===== config.mk =====
export PLATFORM = sky130hd
export DESIGN_NAME = ilff_ctrl
export DESIGN_NICKNAME = d
export VERILOG_FILES = /design/src/hw/rtl/ilff_pkg.sv /design/src/hw/rtl/ilff_ctrl.sv
export SDC_FILE = /design/constraint.sdc
export NUM_CORES = 1
export LEC_CHECK = 0
export BUFFER_PORTS_ARGS = -buffer_cell sky130_fd_sc_hd__buf_2
export CORE_AREA = 2 2 45 47
export CTS_CLUSTER_DIAMETER = 80
export DETAILED_ROUTE_END_ITERATION = 10
export DIE_AREA = 0 0 47 49
export HOLD_SLACK_MARGIN = 0.1
export PLACE_DENSITY = 0.69
export SLEW_MARGIN = 20
export SYNTH_ARGS = -nofsm -noshare
export SYNTH_HDL_FRONTEND = slang
export SYNTH_SLANG_ARGS = --single-unit

===== constraint.sdc =====
create_clock -name i_clk -period 2.3 [get_ports i_clk]
set_input_delay 0.46 -clock i_clk [delete_from_list [all_inputs] [get_ports i_clk]]
set_output_delay 0.46 -clock i_clk [all_outputs]
set_load 0.01 [all_outputs]

===== src/hw/rtl/ilff_pkg.sv =====
// shared types and constants for the implicit list first-fit allocator
// no dependencies

package ilff_pkg;

    localparam int LEN_W   = 12;
    localparam int OFF_W   = 12;
    localparam int S_DATA_W = 32;
    localparam int M_DATA_W = 16;

    localparam logic OP_ALLOC = 1'b0;
    localparam logic OP_FREE  = 1'b1;

    typedef enum logic [9:0] {
        S_INIT  = 10'b00_0000_0001,
        S_IDLE  = 10'b00_0000_0010,
        S_RD    = 10'b00_0000_0100,
        S_EVAL  = 10'b00_0000_1000,
        S_SPLIT = 10'b00_0001_0000,
        S_MARK  = 10'b00_0010_0000,
        S_NRD   = 10'b00_0100_0000,
        S_NEVAL = 10'b00_1000_0000,
        S_FWR   = 10'b01_0000_0000,
        S_DONE  = 10'b10_0000_0000
    } t_state;

    typedef enum logic [2:0] {
        WR_NONE,
        WR_INIT,
        WR_SPLIT,
        WR_MARK,
        WR_FREE,
        WR_MERGE
    } t_wr_kind;

    typedef enum logic {
        RD_POS,
        RD_NEXT
    } t_rd_sel;

    typedef struct packed {
        logic     load_req;
        logic     rd;
        t_rd_sel  rd_sel;
        logic     latch;
        logic     advance;
        t_wr_kind wr;
        logic     out_load;
        logic     out_ok;
    } t_cmd;

    typedef struct packed {
        logic is_free_op;
        logic rd_free;
        logic fits;
        logic split_ok;
        logic next_end;
        logic match;
        logic past;
    } t_stat;

endpackage


===== src/hw/rtl/ilff_ctrl.sv =====
// controller state machine of the allocator: walk sequencing and output handshake
// depends on ilff_pkg

module ilff_ctrl (
    input  logic           i_clk,
    input  logic           i_rst_n,
    input  logic           i_s_tvalid,
    input  logic           i_m_tready,
    input  ilff_pkg::t_stat i_stat,
    output logic           o_s_tready,
    output logic           o_m_tvalid,
    output ilff_pkg::t_cmd  o_cmd
);

    import ilff_pkg::*;

    t_state r_state, n_state;
    logic   r_ok, n_ok;
    logic   r_m_valid, n_m_valid;
    t_cmd   w_cmd;

    always_comb begin
        n_state = r_state;
        n_ok    = r_ok;
        w_cmd   = '{load_req: 1'b0, rd: 1'b0, rd_sel: RD_POS, latch: 1'b0,
                    advance: 1'b0, wr: WR_NONE, out_load: 1'b0, out_ok: 1'b0};
        unique case (r_state)
            S_INIT: begin
                w_cmd.wr = WR_INIT;
                n_state  = S_IDLE;
            end
            S_IDLE: begin
                if (i_s_tvalid) begin
                    w_cmd.load_req = 1'b1;
                    n_state        = S_RD;
                end
            end
            S_RD: begin
                w_cmd.rd = 1'b1;
                n_state  = S_EVAL;
            end
            S_EVAL: begin
                w_cmd.latch = 1'b1;
                if (!i_stat.is_free_op) begin
                    if (i_stat.fits) begin
                        n_ok    = 1'b1;
                        n_state = i_stat.split_ok ? S_SPLIT : S_MARK;
                    end else if (i_stat.next_end) begin
                        n_ok    = 1'b0;
                        n_state = S_DONE;
                    end else begin
                        w_cmd.advance = 1'b1;
                        n_state       = S_RD;
                    end
                end else begin
                    if (i_stat.match) begin
                        if (i_stat.rd_free) begin
                            n_ok    = 1'b0;
                            n_state = S_DONE;
                        end else begin
                            n_ok    = 1'b1;
                            n_state = i_stat.next_end ? S_FWR : S_NRD;
                        end
                    end else if (i_stat.past || i_stat.next_end) begin
                        n_ok    = 1'b0;
                        n_state = S_DONE;
                    end else begin
                        w_cmd.advance = 1'b1;
                        n_state       = S_RD;
                    end
                end
            end
            S_SPLIT: begin
                w_cmd.wr = WR_SPLIT;
                n_state  = S_MARK;
            end
            S_MARK: begin
                w_cmd.wr = WR_MARK;
                n_state  = S_DONE;
            end
            S_NRD: begin
                w_cmd.rd     = 1'b1;
                w_cmd.rd_sel = RD_NEXT;
                n_state      = S_NEVAL;
            end
            S_NEVAL: begin
                w_cmd.wr = i_stat.rd_free ? WR_MERGE : WR_FREE;
                n_state  = S_DONE;
            end
            S_FWR: begin
                w_cmd.wr = WR_FREE;
                n_state  = S_DONE;
            end
            S_DONE: begin
                if (!r_m_valid || i_m_tready) begin
                    w_cmd.out_load = 1'b1;
                    w_cmd.out_ok   = r_ok;
                    n_state        = S_IDLE;
                end
            end
            default: begin
                n_state = S_INIT;
            end
        endcase
    end

    always_comb begin
        n_m_valid = r_m_valid;
        if (w_cmd.out_load) begin
            n_m_valid = 1'b1;
        end else if (i_m_tready) begin
            n_m_valid = 1'b0;
        end
    end

    always_ff @(posedge i_clk) begin
        if (!i_rst_n) begin
            r_state   <= S_INIT;
            r_ok      <= 1'b0;
            r_m_valid <= 1'b0;
        end else begin
            r_state   <= n_state;
            r_ok      <= n_ok;
            r_m_valid <= n_m_valid;
        end
    end

    assign o_s_tready = (r_state == S_IDLE);
    assign o_m_tvalid = r_m_valid;
    assign o_cmd      = w_cmd;

endmodule


Word level (Yosys, flattened, before mapping)
Index checks and enable logic that the tools add are counted.
{"block": "word_totals", "wordCells": 58, "output_inout_bits": 12, "reg_bits": 12}
{"block": "op_classes", "n_eq_ne": 13, "n_reduce_logical": 9, "muxes": 33}
{"cell": "$mux 10", "count": 8}
{"cell": "$pmux 10 s8", "count": 1}
{"cell": "$mux 1", "count": 18}
{"cell": "$pmux 3 s5", "count": 1}
{"cell": "$eq 10x1->1 const B", "count": 1}
{"cell": "$eq 10x10->1 const B", "count": 1}
{"cell": "$eq 10x2->1 const B", "count": 1}
{"cell": "$eq 10x3->1 const B", "count": 1}
{"cell": "$eq 10x4->1 const B", "count": 1}
{"cell": "$eq 10x5->1 const B", "count": 1}
{"cell": "$eq 10x6->1 const B", "count": 1}
{"cell": "$eq 10x7->1 const B", "count": 1}
{"cell": "$eq 10x8->1 const B", "count": 1}
{"cell": "$eq 10x9->1 const B", "count": 1}
{"cell": "$mux 9", "count": 1}
{"cell": "$mux 2", "count": 3}
{"cell": "$mux 6", "count": 1}
{"cell": "$ne 2x2->1 const B", "count": 2}
{"cell": "$ne 3x2->1 const B", "count": 1}
{"cell": "$reduce_and 3->1", "count": 1}
{"cell": "$reduce_bool 3->1", "count": 1}
{"cell": "$reduce_or 3->1", "count": 1}
{"cell": "$logic_or 1x1->1", "count": 2}
{"cell": "$reduce_and 2->1", "count": 1}
{"cell": "other kinds (3)", "count": 3}

Depth between registers and ports, before layout
{"block": "logic_depth", "ltp_word": 5, "depth_mapped": 6}

Least setup slack after synthesis
OpenSTA, ideal clock, no wires.
{"block": "synth_path", "path_kind": "register to output", "from": "register r_state[7]", "to": "output port o_cmd[0] (netlist name)", "t_arrival_ps": 1358, "path_stages_with_launch": 6, "path_buffers": 1, "slack_ps": 482, "path_cell_list": "dfxtp_1 clkbuf_8 nor4_4 nand2_1 nor4_2 and2_2"}
{"element": "start, declared", "line": "ilff_ctrl.sv:17", "text": "t_state r_state, n_state;"}
{"element": "start signal, assigned", "line": "ilff_ctrl.sv:122", "text": "r_state <= n_state;"}
{"element": "end, declared", "line": "ilff_ctrl.sv:12", "text": "output ilff_pkg::t_cmd o_cmd"}

==> impl_metrics.ini <==
[timing]
hold_viol = 0
min_period_over_period_pct = 94.1
post-route-min-period_ns = 2.16
tightest_slew_ns = 0.423
setup_violations = 0
fin_setup_tns_ns = 0
relSlewSlack_pct = 71.8
fin_hold_ws_ns = 0.348
rsz0062_at_grt = false
slew_viol_final = 0
clock_skew_ns = 0.00104
fmax_mhz = 462
worst_slack_ns = 0.136

[place]
post-place-ws_ns = 0.320
port_buffers = 22
dpl.hpwl_um = 1570
globalplace.congestion = 0.885
dp_cells = 146
dpl-instance-area_um2 = 943

[clock_tree]
cts.sinks = 12
clkSlewWorstSetupHoldPaths_ns = 0.08
clockRootBuffer = clkbuf_4
numCtsBuffers = 3
cts_hold_buf = 0
cts_tree = built
h-tree-depth = 1
insertion_delay_ns = 0.29
cts_buffer_depth = 2

[floorplanning]
rows = 16
start_util_pct = 45.7
die_area_um2 = 2300
die_width_um = 47
core_um2 = 1840
die_h_um = 49
io_pins = 23

[run_status]
status = finished clean

[logic_synthesis]
synth_seq_cells = 12
netlist_area_um2 = 842
synthMuxAreaShare_pct = 1.34
synth_top_area_share_pct = 28.5
synth_top_family_by_area = simple AND/OR/NAND/NOR gates
yosys_warnings = 0
synthArstFlopShare_pct = 0
synth_adder_area_share_pct = 0
yosys_most_used_dff = dfxtp_1
syn_avg_cell_area_um2 = 8.18
ys_seq_area_share_pct = 28.5
yosys.area_share.simple_pct = 45.0
synth_cells = 103
synth_largest_area_cell = dfxtp_1
synth_fp_nets = 114
synth_xor_area_share_pct = 6.24
synth_edf_count = 0
ys_types = 40
synth_compound_area_share_pct = 11.6
synth_area_leaders = dfxtp_1, nor2_1, nor4_4

[critical_path]
critPathArrivalTime_ns = 1.70
crit_type = reg2out
worstSetupStartpointType = flop
crit_fanout = 8
ff2ff_setup_slack_ns = 0.72
required_ns = 1.84
cp-end-kind = output port

[flow_run]
cap_viol_max_count = 0

[power_and_ir_drop]
ir_drop_v = 0.000251
internal_power_uw = 359
p_leak_nw = 0.420
p_comb_share_pct = 20.0
swShare_pct = 30.6
p_sw_uw = 158
seq_power_share_pct = 45.3
pwr-share-clk_pct = 34.7
pwr_density_cell_nw_per_um2 = 517
total_power_uw = 517

[routing]
drt_wl_total_um = 2040
avgViaCountPerCell = 5.50
drc = 0
dr.pass1.iters = 4
vias = 830
ant_nets = 0
first_iter_violations = 20
wl_per_cell_um = 13.5

[layout]
design_area_um2 = 1000
drive_gt1_share_pct = 32.3
n_antenna_cell = 0
fillers = 186
multi_input_area_um2 = 552
syn_to_final_growth_pct = 18.9
fin_util_pct = 54.3
fin_nets = 136
instances_no_fill = 151
regArea_um2 = 243

[global_route]
grt_pass1_wl_um = 3370
grt_usage_pct = 20.2
grt_max_degree = 11
grt_overflow_total = 0
grt_antenna_before_repair = 0
grt_pass1_vias = 811

[hold_path]
hold_class = in2reg
==> synth_stat cells, types with 2 or more instances <==
master / instances
nand2b_1: 3
buf_4: 3
or3_1: 2
nand3b_1: 4
a21oi_1: 4
nor2b_1: 4
nand2_1: 8
inv_1: 3
dfxtp_1: 12
nor4_1: 4
buf_2: 2
nand3_1: 5
xnor2_1: 4
nor2_1: 12
nor4_4: 2
xor2_1: 2
o21ai_0: 2
nand4_1: 2
nor3_1: 4
==> path summary, 6_finish.rpt <==
path | start | end | cells after the start
max | r_state[6]$_SDFFE_PN0P_ | o_cmd[0] | 5
min | i_stat[2] | r_state[6]$_SDFFE_PN0P_ | 2
max reg2reg | r_state[6]$_SDFFE_PN0P_ | o_m_tvalid$_SDFFE_PN0P_ | 5
min reg2reg | r_ok$_SDFFE_PN0P_ | r_ok$_SDFFE_PN0P_ | 2
==> metal layers <==
layer / vias up / GRT usage, % / wire length, µm
li1: 412 / - / -
met1: 380 / 26.2 / 898
met2: 31 / 29.7 / 993
met3: 7 / 2.96 / 79
met4: 0 / 13.9 / 71
met5: - / 0 / 0
==> repair_timing <==
action | 4_1_cts | 5_1_grt
pin swaps | 1 | 2
gates resized for setup | 0 | 4
buffers inserted | 0 | 1
endpoints found under the setup margin | 1 | 2
==> worst max-delay path, stage by stage (launching register included) <==
cell     delay [ns]
dfxtp_2        0.38
nor4_4         0.38
nand2_2        0.15
nor4_4         0.23
and2_2         0.16
buf_2          0.12
==> final cells by class <==
cell class                 instances  area share (%)
tap                               27            3.38
sequential                        12            24.3
multi-input combinational         81            55.1
clock buffer                       4            3.62
inverter                           3            1.13
timing repair buffer              24            12.5
==> flip-flops by register name, indices dropped and copies added (netlist names) <==
register and flops:
r_state 10, o_m_tvalid 1, r_ok 1
==> cell usage in the layout (no fill, tap or decap), types with 3 or more instances in the layout <==
master / synthesis / routed
clkbuf_4: 0 / 3
nor4_1: 4 / 4
a21oi_1: 4 / 4
xnor2_1: 4 / 4
nor2_1: 12 / 12
nor3_1: 4 / 4
buf_2: 2 / 22
nand2b_1: 3 / 3
nand2_1: 8 / 7
nand3b_1: 4 / 4
dfxtp_1: 12 / 10
nor4_4: 2 / 3
nor2b_1: 4 / 4
nand3_1: 5 / 5
inv_1: 3 / 3
==> power groups by stage <==
stage | clock network (mW) | logic (mW) | registers, mW
3_3_place_gp | 0 | 0.0944 | 0.236
3_5_place_dp | 0 | 0.0956 | 0.237
2_1_floorplan | 0 | 0.0848 | 0.220
5_1_grt | 0.189 | 0.114 | 0.236
6_report | 0.180 | 0.103 | 0.234
4_1_cts | 0.184 | 0.0963 | 0.232
==> kinds of logic after synthesis <==
kind of cell / count (synthesis)
buffers and inverters: 10
multiplexers: 1
XOR/XNOR: 6
flip-flops: 12
AO/OA/AOI/OAI: 14
AND/OR/NAND/NOR: 60
No activity file was read; power rests on OpenSTA's default activity.
